File: src/irit_pkg.sv
package irit_pkg;

   localparam int TIME_WIDTH  = 63;
   localparam int FIELD_WIDTH = 32;
   localparam int CSR_INDEX_WIDTH = 2;

   // Register indexes on the configuration port.
   localparam logic [CSR_INDEX_WIDTH-1:0] REG_LOWER_BOUND  = 2'd0;
   localparam logic [CSR_INDEX_WIDTH-1:0] REG_UPPER_BOUND  = 2'd1;
   localparam logic [CSR_INDEX_WIDTH-1:0] REG_MIN_DURATION = 2'd2;

   // Result kinds.
   localparam logic KIND_RUN_REPORT = 1'b0;
   localparam logic KIND_SUMMARY    = 1'b1;

   typedef struct packed {
      logic                   report_kind;
      logic                   last_of_run;
      logic [FIELD_WIDTH-1:0] run_number;
      logic [TIME_WIDTH-1:0]  run_begin_time;
      logic [TIME_WIDTH-1:0]  run_end_time;
      logic [FIELD_WIDTH-1:0] run_sample_count;
      logic [TIME_WIDTH-1:0]  sum_all_durations;
      logic [TIME_WIDTH-1:0]  sum_qualified_durations;
      logic [FIELD_WIDTH-1:0] sum_all_in_range;
      logic [FIELD_WIDTH-1:0] sum_qualified_in_range;
      logic [FIELD_WIDTH-1:0] samples_seen;
   } result_type;

   // Up to two results that one sample produces, in delivery order.
   typedef struct packed {
      logic [1:0] count;
      result_type first;
      result_type second;
   } batch_type;

   // Saturating add of two durations at the full time width.
   function automatic logic [TIME_WIDTH-1:0] sat_add_time(
      input logic [TIME_WIDTH-1:0] a,
      input logic [TIME_WIDTH-1:0] b
   );
      logic [TIME_WIDTH:0] s;
      s = {1'b0, a} + {1'b0, b};
      return s[TIME_WIDTH] ? {TIME_WIDTH{1'b1}} : s[TIME_WIDTH-1:0];
   endfunction

endpackage

File: src/in_range_interval_tracker_top.sv
// A sample's results are offered from the result buffer, which is loaded from the core
// while the sample sits in the input register. Throughput: one sample per cycle while
// rsp_ready stays high; a sample ending a qualifying run on the last sample gives two
// results, and the two-entry result buffer then holds the next sample back until the first has left.
// Reset is synchronous and active high; it clears the run state, totals, the
// configuration registers and both handshake stages.
module in_range_interval_tracker_top #(
   parameter int COUNT_WIDTH  = 32,
   parameter int SAMPLE_WIDTH = 32
) (
   input  logic                                    clock,
   input  logic                                    reset,

   input  logic                                    csr_valid,
   output logic                                    csr_ready,
   input  logic [irit_pkg::CSR_INDEX_WIDTH-1:0]    csr_index,
   input  logic [irit_pkg::FIELD_WIDTH-1:0]        csr_data,

   input  logic                                    req_valid,
   output logic                                    req_ready,
   input  logic [SAMPLE_WIDTH-1:0]                 req_sample_value,
   input  logic [irit_pkg::TIME_WIDTH-1:0]         req_sample_time,
   input  logic                                    req_end_of_stream,

   output logic                                    rsp_valid,
   input  logic                                    rsp_ready,
   output logic                                    rsp_report_kind,
   output logic                                    rsp_last_of_run,
   output logic [irit_pkg::FIELD_WIDTH-1:0]        rsp_run_number,
   output logic [irit_pkg::TIME_WIDTH-1:0]         rsp_run_begin_time,
   output logic [irit_pkg::TIME_WIDTH-1:0]         rsp_run_end_time,
   output logic [irit_pkg::FIELD_WIDTH-1:0]        rsp_run_sample_count,
   output logic [irit_pkg::TIME_WIDTH-1:0]         rsp_sum_all_durations,
   output logic [irit_pkg::TIME_WIDTH-1:0]         rsp_sum_qualified_durations,
   output logic [irit_pkg::FIELD_WIDTH-1:0]        rsp_sum_all_in_range,
   output logic [irit_pkg::FIELD_WIDTH-1:0]        rsp_sum_qualified_in_range,
   output logic [irit_pkg::FIELD_WIDTH-1:0]        rsp_samples_seen
);
   import irit_pkg::*;

   // Configuration registers. Writes are always taken; an index past the last
   // register completes its transfer and changes nothing.
   logic [FIELD_WIDTH-1:0] lower_ff, upper_ff, min_dur_ff;
   logic                   csr_write;

   assign csr_ready = 1'b1;
   assign csr_write = csr_valid && csr_ready;

   always_ff @(posedge clock) begin
      if (reset) begin
         lower_ff   <= '0;
         upper_ff   <= '0;
         min_dur_ff <= '0;
      end else if (csr_write) begin
         unique case (csr_index)
            REG_LOWER_BOUND:  lower_ff   <= csr_data;
            REG_UPPER_BOUND:  upper_ff   <= csr_data;
            REG_MIN_DURATION: min_dur_ff <= csr_data;
            default: ;
         endcase
      end
   end

   // The sample sits in the input register while the core evaluates it. It moves
   // on, and the run state and totals update, in the same cycle that its results
   // are loaded into the result buffer.
   logic                    item_valid, item_last, can_load, advance;
   logic [SAMPLE_WIDTH-1:0] item_value;
   logic [TIME_WIDTH-1:0]   item_time;
   batch_type               batch;
   result_type              rsp_result;

   assign advance = item_valid && can_load;

   irit_in_stage #(
      .SAMPLE_WIDTH (SAMPLE_WIDTH)
   ) u_in_stage (
      .clock             (clock),
      .reset             (reset),
      .req_valid         (req_valid),
      .req_ready         (req_ready),
      .req_sample_value  (req_sample_value),
      .req_sample_time   (req_sample_time),
      .req_end_of_stream (req_end_of_stream),
      .advance           (advance),
      .item_valid        (item_valid),
      .item_value        (item_value),
      .item_time         (item_time),
      .item_last         (item_last)
   );

   irit_core #(
      .COUNT_WIDTH  (COUNT_WIDTH),
      .SAMPLE_WIDTH (SAMPLE_WIDTH)
   ) u_core (
      .clock        (clock),
      .reset        (reset),
      .lower_bound  (lower_ff),
      .upper_bound  (upper_ff),
      .min_duration (min_dur_ff),
      .advance      (advance),
      .item_value   (item_value),
      .item_time    (item_time),
      .item_last    (item_last),
      .batch        (batch)
   );

   // The result buffer holds a whole batch, so a stalled consumer never blocks
   // the core in the middle of a sample.
   irit_out_buf u_out_buf (
      .clock      (clock),
      .reset      (reset),
      .load       (advance),
      .batch      (batch),
      .can_load   (can_load),
      .rsp_valid  (rsp_valid),
      .rsp_ready  (rsp_ready),
      .rsp_result (rsp_result)
   );

   assign rsp_report_kind             = rsp_result.report_kind;
   assign rsp_last_of_run             = rsp_result.last_of_run;
   assign rsp_run_number              = rsp_result.run_number;
   assign rsp_run_begin_time          = rsp_result.run_begin_time;
   assign rsp_run_end_time            = rsp_result.run_end_time;
   assign rsp_run_sample_count        = rsp_result.run_sample_count;
   assign rsp_sum_all_durations       = rsp_result.sum_all_durations;
   assign rsp_sum_qualified_durations = rsp_result.sum_qualified_durations;
   assign rsp_sum_all_in_range        = rsp_result.sum_all_in_range;
   assign rsp_sum_qualified_in_range  = rsp_result.sum_qualified_in_range;
   assign rsp_samples_seen            = rsp_result.samples_seen;

endmodule

File: src/irit_in_stage.sv
module irit_in_stage #(
   parameter int SAMPLE_WIDTH = 32
) (
   input  logic                          clock,
   input  logic                          reset,
   input  logic                          req_valid,
   output logic                          req_ready,
   input  logic [SAMPLE_WIDTH-1:0]       req_sample_value,
   input  logic [irit_pkg::TIME_WIDTH-1:0] req_sample_time,
   input  logic                          req_end_of_stream,
   input  logic                          advance,
   output logic                          item_valid,
   output logic [SAMPLE_WIDTH-1:0]       item_value,
   output logic [irit_pkg::TIME_WIDTH-1:0] item_time,
   output logic                          item_last
);
   import irit_pkg::*;

   logic                    valid_ff, valid_in;
   logic [SAMPLE_WIDTH-1:0] value_ff;
   logic [TIME_WIDTH-1:0]   time_ff;
   logic                    last_ff;
   logic                    take;

   // The register frees up in the same cycle that its item moves on.
   assign req_ready = !valid_ff || advance;
   assign take      = req_valid && req_ready;

   always_comb begin
      valid_in = valid_ff;
      if (take) begin
         valid_in = 1'b1;
      end else if (advance) begin
         valid_in = 1'b0;
      end
   end

   always_ff @(posedge clock) begin
      if (reset) begin
         valid_ff <= 1'b0;
      end else begin
         valid_ff <= valid_in;
      end
   end

   always_ff @(posedge clock) begin
      if (take) begin
         value_ff <= req_sample_value;
         time_ff  <= req_sample_time;
         last_ff  <= req_end_of_stream;
      end
   end

   assign item_valid = valid_ff;
   assign item_value = value_ff;
   assign item_time  = time_ff;
   assign item_last  = last_ff;

endmodule

File: src/irit_core.sv
module irit_core #(
   parameter int COUNT_WIDTH  = 32,
   parameter int SAMPLE_WIDTH = 32
) (
   input  logic                               clock,
   input  logic                               reset,
   input  logic [irit_pkg::FIELD_WIDTH-1:0]   lower_bound,
   input  logic [irit_pkg::FIELD_WIDTH-1:0]   upper_bound,
   input  logic [irit_pkg::FIELD_WIDTH-1:0]   min_duration,
   input  logic                               advance,
   input  logic [SAMPLE_WIDTH-1:0]            item_value,
   input  logic [irit_pkg::TIME_WIDTH-1:0]    item_time,
   input  logic                               item_last,
   output irit_pkg::batch_type                batch
);
   import irit_pkg::*;

   localparam logic [COUNT_WIDTH-1:0] COUNT_ONE = COUNT_WIDTH'(1);
   localparam logic [COUNT_WIDTH-1:0] COUNT_MAX = {COUNT_WIDTH{1'b1}};

   logic                   inside_ff, inside_in;
   logic [TIME_WIDTH-1:0]  open_time_ff, open_time_in;
   logic [COUNT_WIDTH-1:0] open_count_ff, open_count_in;
   logic [COUNT_WIDTH-1:0] qual_runs_ff, qual_runs_in;
   logic [TIME_WIDTH-1:0]  all_dur_ff, all_dur_in;
   logic [TIME_WIDTH-1:0]  qual_dur_ff, qual_dur_in;
   logic [COUNT_WIDTH-1:0] all_in_ff, all_in_in;
   logic [COUNT_WIDTH-1:0] qual_in_ff, qual_in_in;
   logic [COUNT_WIDTH-1:0] samples_ff, samples_in;

   logic [SAMPLE_WIDTH-1:0] lo_s, hi_s;
   logic                    hit, closing, qual;
   logic [COUNT_WIDTH-1:0]  base_count, run_count;
   logic [TIME_WIDTH-1:0]   run_time, dur;
   logic [TIME_WIDTH:0]     diff;
   logic [COUNT_WIDTH:0]    all_in_sum, qual_in_sum;
   logic [COUNT_WIDTH-1:0]  all_in_next, qual_in_next, qual_runs_next, samples_next;
   logic [TIME_WIDTH-1:0]   all_dur_next, qual_dur_next;
   result_type              report, summary;

   // Bounds are zero-extended or truncated to the sample width, then compared signed.
   assign lo_s = SAMPLE_WIDTH'(lower_bound);
   assign hi_s = SAMPLE_WIDTH'(upper_bound);
   assign hit  = ($signed(item_value) >= $signed(lo_s)) &&
                 ($signed(item_value) <= $signed(hi_s));

   // A sample in range either extends the open run or opens one at its own time.
   assign base_count = inside_ff ? open_count_ff : '0;
   assign run_count  = hit ? ((base_count == COUNT_MAX) ? base_count : base_count + COUNT_ONE)
                           : open_count_ff;
   assign run_time   = (hit && !inside_ff) ? item_time : open_time_ff;
   assign closing    = (hit && item_last) || (!hit && inside_ff);

   // Time running backwards gives a zero duration.
   assign diff = {1'b0, item_time} - {1'b0, run_time};
   assign dur  = diff[TIME_WIDTH] ? '0 : diff[TIME_WIDTH-1:0];
   assign qual = closing && (dur >= TIME_WIDTH'(min_duration));

   assign all_in_sum  = {1'b0, all_in_ff} + {1'b0, run_count};
   assign qual_in_sum = {1'b0, qual_in_ff} + {1'b0, run_count};

   always_comb begin
      all_dur_next   = closing ? sat_add_time(all_dur_ff, dur) : all_dur_ff;
      all_in_next    = all_in_ff;
      qual_dur_next  = qual_dur_ff;
      qual_in_next   = qual_in_ff;
      qual_runs_next = qual_runs_ff;
      if (closing) begin
         all_in_next = all_in_sum[COUNT_WIDTH] ? COUNT_MAX : all_in_sum[COUNT_WIDTH-1:0];
      end
      if (qual) begin
         qual_dur_next  = sat_add_time(qual_dur_ff, dur);
         qual_in_next   = qual_in_sum[COUNT_WIDTH] ? COUNT_MAX
                                                   : qual_in_sum[COUNT_WIDTH-1:0];
         qual_runs_next = (qual_runs_ff == COUNT_MAX) ? qual_runs_ff
                                                      : qual_runs_ff + COUNT_ONE;
      end
      samples_next = (samples_ff == COUNT_MAX) ? samples_ff : samples_ff + COUNT_ONE;
   end

   always_comb begin
      report                  = '0;
      report.report_kind      = KIND_RUN_REPORT;
      report.last_of_run      = !item_last;
      report.run_number       = FIELD_WIDTH'(qual_runs_next);
      report.run_begin_time   = run_time;
      report.run_end_time     = item_time;
      report.run_sample_count = FIELD_WIDTH'(run_count);

      summary                         = '0;
      summary.report_kind             = KIND_SUMMARY;
      summary.last_of_run             = 1'b1;
      summary.run_number              = FIELD_WIDTH'(qual_runs_next);
      summary.sum_all_durations       = all_dur_next;
      summary.sum_qualified_durations = qual_dur_next;
      summary.sum_all_in_range        = FIELD_WIDTH'(all_in_next);
      summary.sum_qualified_in_range  = FIELD_WIDTH'(qual_in_next);
      summary.samples_seen            = FIELD_WIDTH'(samples_next);

      batch.count  = {1'b0, qual} + {1'b0, item_last};
      batch.first  = qual ? report : summary;
      batch.second = summary;
   end

   always_comb begin
      if (item_last) begin
         inside_in     = 1'b0;
         open_time_in  = '0;
         open_count_in = '0;
         qual_runs_in  = '0;
         all_dur_in    = '0;
         qual_dur_in   = '0;
         all_in_in     = '0;
         qual_in_in    = '0;
         samples_in    = '0;
      end else begin
         inside_in     = hit;
         open_time_in  = hit ? run_time : '0;
         open_count_in = hit ? run_count : '0;
         qual_runs_in  = qual_runs_next;
         all_dur_in    = all_dur_next;
         qual_dur_in   = qual_dur_next;
         all_in_in     = all_in_next;
         qual_in_in    = qual_in_next;
         samples_in    = samples_next;
      end
   end

   always_ff @(posedge clock) begin
      if (reset) begin
         inside_ff     <= 1'b0;
         open_time_ff  <= '0;
         open_count_ff <= '0;
         qual_runs_ff  <= '0;
         all_dur_ff    <= '0;
         qual_dur_ff   <= '0;
         all_in_ff     <= '0;
         qual_in_ff    <= '0;
         samples_ff    <= '0;
      end else if (advance) begin
         inside_ff     <= inside_in;
         open_time_ff  <= open_time_in;
         open_count_ff <= open_count_in;
         qual_runs_ff  <= qual_runs_in;
         all_dur_ff    <= all_dur_in;
         qual_dur_ff   <= qual_dur_in;
         all_in_ff     <= all_in_in;
         qual_in_ff    <= qual_in_in;
         samples_ff    <= samples_in;
      end
   end

endmodule

File: src/irit_out_buf.sv
module irit_out_buf (
   input  logic                 clock,
   input  logic                 reset,
   input  logic                 load,
   input  irit_pkg::batch_type  batch,
   output logic                 can_load,
   output logic                 rsp_valid,
   input  logic                 rsp_ready,
   output irit_pkg::result_type rsp_result
);
   import irit_pkg::*;

   logic [1:0] count_ff, count_in;
   result_type slot0_ff, slot0_in;
   result_type slot1_ff, slot1_in;
   logic       pop;

   assign rsp_valid  = (count_ff != 2'd0);
   assign rsp_result = slot0_ff;
   assign pop        = rsp_valid && rsp_ready;

   // A new batch may enter once everything held here leaves this cycle.
   assign can_load = (count_ff == 2'd0) || ((count_ff == 2'd1) && rsp_ready);

   always_comb begin
      count_in = count_ff;
      slot0_in = slot0_ff;
      slot1_in = slot1_ff;
      if (load) begin
         count_in = batch.count;
         slot0_in = batch.first;
         slot1_in = batch.second;
      end else if (pop) begin
         count_in = count_ff - 2'd1;
         slot0_in = slot1_ff;
      end
   end

   always_ff @(posedge clock) begin
      if (reset) begin
         count_ff <= 2'd0;
      end else begin
         count_ff <= count_in;
      end
   end

   always_ff @(posedge clock) begin
      slot0_ff <= slot0_in;
      slot1_ff <= slot1_in;
   end

endmodule
File: config.mk
export PLATFORM = sky130hd
export DESIGN_NAME = in_range_interval_tracker_top
export DESIGN_NICKNAME = d
export VERILOG_FILES = /design/src/irit_pkg.sv /design/src/in_range_interval_tracker_top.sv /design/src/irit_in_stage.sv /design/src/irit_core.sv /design/src/irit_out_buf.sv
export SDC_FILE = /design/constraint.sdc
export NUM_CORES = 2
export LEC_CHECK = 0
export BUFFER_PORTS_ARGS = -buffer_cell sky130_fd_sc_hd__buf_2
export CAP_MARGIN = 0
export CORE_MARGIN = 4
export CORE_UTILIZATION = 40
export CTS_BUF_LIST = sky130_fd_sc_hd__clkbuf_4
export DETAILED_ROUTE_END_ITERATION = 8
export PLACE_DENSITY = 0.64
export SETUP_SLACK_MARGIN = 0.02
export SYNTH_ARGS = -nofsm -noshare
export SYNTH_HDL_FRONTEND = slang
export SYNTH_SLANG_ARGS = --single-unit
File: constraint.sdc
create_clock -name clock -period 10 [get_ports clock]
set_input_delay 2 -clock clock [delete_from_list [all_inputs] [get_ports clock]]
set_output_delay 2 -clock clock [all_outputs]
set_load 0.1 [all_outputs]
After elaboration in Yosys (flattened, before gate mapping)
Index checks and enable logic that the tools add are counted.
{ "classes": {"n_addsub": 10, "order_cmp": 3, "n_eq_ne": 6, "mux": 34, "n_reduce_logical": 24} }
{ "ops": {"columns": ["op", "count"], "rows": [
  ["2-to-1 mux 414 bit", 3],
  ["2-to-1 mux 63 bit", 10],
  ["2-to-1 mux 32 bit", 16],
  ["adder 63 x 63 -> 64 bit", 2],
  ["adder 32 x 1 -> 32 bit (second input constant)", 3],
  ["equality test 32 bit (second input constant)", 3],
  ["adder 32 x 32 -> 33 bit", 2],
  ["subtractor 63 x 63 -> 64 bit", 1],
  ["greater-or-equal comparator 63 x 32 -> 1 bit", 1],
  ["greater-or-equal comparator 32 bit", 1],
  ["less-or-equal comparator 32 bit", 1],
  ["logical AND 1 bit", 9],
  ["AND reduction 2 bit", 3],
  ["nonzero test 2 bit", 3],
  ["equality test 2 x 1 -> 1 bit (second input constant)", 2],
  ["zero test 1 bit", 4],
  ["zero test 2 bit", 2],
  ["2-to-1 mux 2 bit", 2],
  ["logical OR 1 bit", 3],
  ["2-to-1 mux 1 bit", 3],
  ["adder 1 x 1 -> 2 bit", 1],
  ["equality test 2 bit (second input constant)", 1],
  ["subtractor 2 x 1 -> 2 bit (second input constant)", 1]
]} }
{ "word_totals": {"register_bits": 1213, "in_bits": 135, "out_inout_bits": 417, "elab_cells": 111} }

Logic depth before layout (Yosys ltp)
{ "logic_depth": {"depth_word": 11, "mapped_depth": 57, "ltp_nobuf": 48} }

Cells and area by module
A second synthesis with hierarchy kept.
{ "unflattened": {"cells_unflattened": 7268, "hier_area_um2": 75745.1} }
{ "by_module_without_submodules": {"columns": ["mod", "n_inst", "cells_per_inst", "area_each_um2", "seq_area_each_um2"], "rows": [
  ["irit_core", 1, 5506, 38853.5, 7006.7],
  ["irit_out_buf", 1, 1307, 30037.6, 24903.9],
  ["in_range_interval_tracker_top", 1, 354, 3916.3, 1921.8],
  ["irit_in_stage", 1, 101, 2937.8, 2902.8]
]} }

Worst setup path after synthesis
No wires, ideal clock.
{ "synth_timing": {"path_kind": "register -> register", "start": "register u_in_stage.value_ff[17], in the netlist u_in_stage.item_value[17]", "end": "register u_out_buf.count_ff[0]", "setup_time_ns": 0.097, "arrival_ns": 10.953, "required_ns": 9.903, "slack_ns": -1.050, "path_stages_with_launch": 55, "path_buffers": 15, "synth_period_minus_slack_ns": 11.050, "path_cell_list": "edfxtp_1 -> ha_1 -> a21o_1 -> a221o_1 -> a221oi_1 -> nand3_1 -> o31ai_1 -> nor2_1 -> nor3_1 -> clkbuf_1 -> clkbuf_1 -> buf_1 -> buf_1 -> mux2i_1 -> ha_1 -> a21o_1 -> a21oi_1 -> nor2b_1 -> [... 19 more ...] -> a21oi_1 -> nor2b_1 -> o21ai_0 -> nand2_1 -> a211oi_1 -> a31oi_1 -> a21oi_1 -> nor4b_1 -> or4b_1 -> o41a_1 -> buf_2 -> buf_6 -> buf_6 -> buf_2 -> buf_2 -> ha_1 -> o21ai_0 -> a211oi_1"} }
{ "synth_via": {"elab_chain_cells": 10, "word_cells_on_any_way": 15, "classes_between": "add/sub: 2; order compare: 3; mux: 3; reduce/logical: 7"} }
{ "synth_lines": {"columns": ["item", "line_no", "source"], "rows": [
  ["start, declared", "irit_in_stage.sv:20", "logic [SAMPLE_WIDTH-1:0] value_ff;"],
  ["start signal, assigned", "irit_in_stage.sv:48", "value_ff <= req_sample_value;"],
  ["greater-or-equal comparator 32 bit / less-or-equal comparator 32 bit (equally long branches)", "irit_core.sv:44, irit_core.sv:45", null],
  ["logical AND 1 bit *", "irit_core.sv:44", "assign hit = ($signed(item_value) >= $signed(lo_s)) &&"],
  ["logical AND 1 bit", "irit_core.sv:51", "assign run_time = (hit && !inside_ff) ? item_time : open_time_ff;"],
  ["2-to-1 mux 63 bit", "irit_core.sv:51", null],
  ["subtractor 63 x 63 -> 64 bit", "irit_core.sv:55", "assign diff = {1'b0, item_time} - {1'b0, run_time};"],
  ["2-to-1 mux 63 bit", "irit_core.sv:56", "assign dur = diff[TIME_WIDTH] ? '0 : diff[TIME_WIDTH-1:0];"],
  ["greater-or-equal comparator 63 x 32 -> 1 bit", "irit_core.sv:57", "assign qual = closing && (dur >= TIME_WIDTH'(min_duration));"],
  ["logical AND 1 bit *", "irit_core.sv:57", null],
  ["adder 1 x 1 -> 2 bit *", "irit_core.sv:100", "batch.count = {1'b0, qual} + {1'b0, item_last};"],
  ["2-to-1 mux 2 bit *", "irit_out_buf.sv:29", "if (load) begin"],
  ["end signal, assigned", "irit_out_buf.sv:43", "count_ff <= count_in;"],
  ["end, declared", "irit_out_buf.sv:13", "logic [1:0] count_ff, count_in;"]
]} }
Every way passes the cells marked *; elsewhere a longest branch is shown, timed or not.
A chain may end at the register's enable or synchronous reset.

==> impl_metrics.tcl <==
set metrics [dict create \
    grt_max_degree 161 \
    yosysMostFrequentCell "nand2_1" \
    skew_ns 0.143 \
    synth_commonest_cells "nand2_1 (893), edfxtp_1 (764), nor2_1 (705), a21oi_1 (565), dfxtp_1 (449)" \
    grt_pass1_wl_mm 325 \
    place_inst 9634 \
    slowest_delay_ns 0.49 \
    critical-path-top-delay-family "simple AND/OR/NAND/NOR gates" \
    crit_fanout 7 \
    setup_violations 0 \
    grt_antenna_before_repair 11 \
    vias_per_cell 5.54 \
    fmax_mhz 103 \
    die_w_microns 413 \
    critPathKind "flip-flop to flip-flop" \
    drcViolationCount 0 \
    fin_tns_setup_ns 0 \
    core_area_sq_um 163000 \
    ys_warn_count 0 \
    startpoint_type "flip-flop" \
    die_h_microns 413 \
    grt_usage_pct 24.6 \
    netlist_instances 6875 \
    wire_per_inst_microns 21.3 \
    crit_top_cell "buf_4" \
    synth_top_area_share_pct 35.0 \
    grt-ovfl-total 0 \
    avgSynthCellArea_sq_um 9.54 \
    io_pins 552 \
    cts_made_buffers 348 \
    crit_arrival_ns 10.74 \
    synth_top_area_cell "edfxtp_1" \
    clk_path_buf_depth 4 \
    cts_hold_buffers 0 \
    hp-class "flip-flop to flip-flop" \
    powerDensity_nw_per_um2 218 \
    ir_drop_mv 0.265 \
    ys_seq_elements 1213 \
    area_growth_pct 20.0 \
    worst_pin_slew_ns 1.35 \
    stdcell_count 10300 \
    drive_above_1_share_pct 22.7 \
    die_area_sq_um 170000 \
    path_buf_inv 7 \
    syn_area_sq_um 65600 \
    hold_viol 0 \
    leakage_nw 32.1 \
    path_clk_slew_ns 0.07 \
    portBuffers 550 \
    drv_slew 0 \
    status "completed" \
    critPathCaptureType "flip-flop" \
    syn-num-nets 7321 \
    crit_required_ns 11.02 \
    rsz0062_at_grt "yes" \
    ctsHtreeMaxLevel 5 \
    hold-worst-slack_ns 0.455 \
    cts_tree "built" \
    num_rows 148 \
    dp_hpwl_mm 158 \
    drv_cap 0 \
    cts_sinks 1213 \
    routed_wl_mm 219 \
    drtAntennaViolNets 0 \
    clock_latency_ns 1.38 \
    synth_cell_types 119 \
    via_count 57000 \
    root_buffer "clkbuf_4" \
    drtIter0Drc 4585 \
    async_flop_share_pct 0 \
    max_slew_margin_pct 9.88 \
    start_util_pct 40.3 \
    gp_congestion 0.946 \
    grt_pass1_vias 54500 \
    fin_nets 8292 \
    drt_first_pass_iters 6 \
    ys_top_cells_by_area "edfxtp_1 (35%), dfxtp_1 (14%), ha_1 (5.8%)" \
    fin_total_pwr_mw 17.2 \
    synth-edff-count 764 \
    finalCritPeriodShare_pct 97.2 \
    fill_cells 15400 \
    synthFlopType "edfxtp_1" \
    ys_seq_area_share_pct 48.7 \
    finalCriticalPeriod_ns 9.72 \
    cp_slowest_cell "or4b_4" \
]
## through the flow
step           worst slack, ns  util, %  instance area, sq um
2_1_floorplan          -0.0187        -                 65600
3_3_place_gp            -0.158     44.9                 73100
3_5_place_dp            -0.382     44.9                 73100
4_1_cts                 0.0247     47.8                 77700
5_1_grt                -0.0975     48.3                 78600
6_report                 0.280     48.3                 78700
## power by group
part	switching [mW]	internal, mW	leakage [nW]
Clock	2.19	2.49	2.67
Sequential	0.265	6.01	11.0
Combinational	4.76	1.45	18.4
## cell usage in the layout (no fill, tap or decap), types with 30 or more instances in the layout
master / instances
nand2_1: 890
o22ai_1: 32
xnor2_1: 193
and3_1: 147
clkbuf_4: 529
xor2_1: 128
buf_2: 549
inv_1: 231
o21bai_1: 53
edfxtp_1: 764
nor3_1: 77
clkinv_1: 67
a22oi_1: 174
a31oi_1: 89
a21o_1: 134
o31ai_1: 38
nand3_1: 96
ha_1: 298
buf_4: 461
dfxtp_1: 448
nor2_1: 690
o21a_1: 43
nand4_1: 79
nor2b_1: 71
nand2b_1: 69
o21ai_0: 334
o22a_1: 62
mux2i_1: 30
o21ai_1: 45
a22o_1: 103
a21oi_1: 550
and2_1: 44
## cells by family (layout without fill, tap and decap cells)
| logic type | count (synthesis) | after routing | share of synthesized area [%] |
|---|---|---|---|
| flops | 1213 | 1213 | 48.7 |
| fa+ha+maj | 341 | 341 | 6.45 |
| buf+inv | 669 | 1910 | 4.09 |
| xor+xnor | 323 | 323 | 4.31 |
| mux | 74 | 74 | 1.19 |
| simple gates | 2344 | 2344 | 16.2 |
| other cells | 1 | 9 | 0.00572 |
| compound gates | 1910 | 1910 | 19.0 |
## area by class of cell
class	count	area, sq um	share of cell area [%]
clock inverter	91	445	0.566
timing repair buffer	1052	7000	8.90
antenna	8	20.0	0.0255
sequential	1213	31900	40.6
multi-input combinational	4993	31700	40.3
inverter	238	906	1.15
tap	2175	2720	3.46
clock buffer	529	3970	5.05
## worst paths after layout
path                                                          start                                   to  slack [ns]  cells past startpoint
worst max-delay path            u_in_stage.item_value[30]$_DFFE_PP_  u_out_buf.rsp_result[407]$_DFFE_PP_        0.28                     43
worst min-delay path                      upper_ff[30]$_SDFFE_PP0P_            upper_ff[30]$_SDFFE_PP0P_        0.45                      2
worst max register to register  u_in_stage.item_value[30]$_DFFE_PP_  u_out_buf.rsp_result[407]$_DFFE_PP_        0.28                     43
worst min register to register            upper_ff[30]$_SDFFE_PP0P_            upper_ff[30]$_SDFFE_PP0P_        0.45                      2
## state kept, by name (all words and copies together), names as in the netlist, 63 cells and up
signal,count
u_core.all_dur_ff,63
u_out_buf.rsp_result,414
u_core.qual_dur_ff,63
u_core.open_time_ff,63
u_out_buf.slot1_ff,254
u_in_stage.item_time,63
## worst reg2reg max path, delay by kind of cell, from the launching register on
| family | cells | cell delay [ns] |
|---|---|---|
| buffers and inverters | 7 | 1.12 |
| and+or+nand+nor | 15 | 3.18 |
| DFF | 1 | 0.47 |
| AOI/OAI and AO/OA | 14 | 2.70 |
| adders and majority gates | 4 | 1.30 |
| muxes | 2 | 0.46 |
| xor gates and xnor gates | 1 | 0.15 |
## layer usage
metal | share of wire, % | GRT usage, % | wire (microns) | vias up
li1 | - | - | - | 27100
met1 | 43 | 32.6 | 93600 | 27400
met2 | 46 | 39.4 | 100000 | 2160
met3 | 8.1 | 5.49 | 17700 | 416
met4 | 3.5 | 9.11 | 7700 | 8
met5 | 0.036 | 0 | 80 | -
## what timing repair did
action	in CTS	in global routing
setup endpoints to repair	620	810
resized for setup	21	133
pin swaps	8	50
buffers inserted	8	23
cloned	0	7
Note: power is estimated with default switching activity, not from simulation.
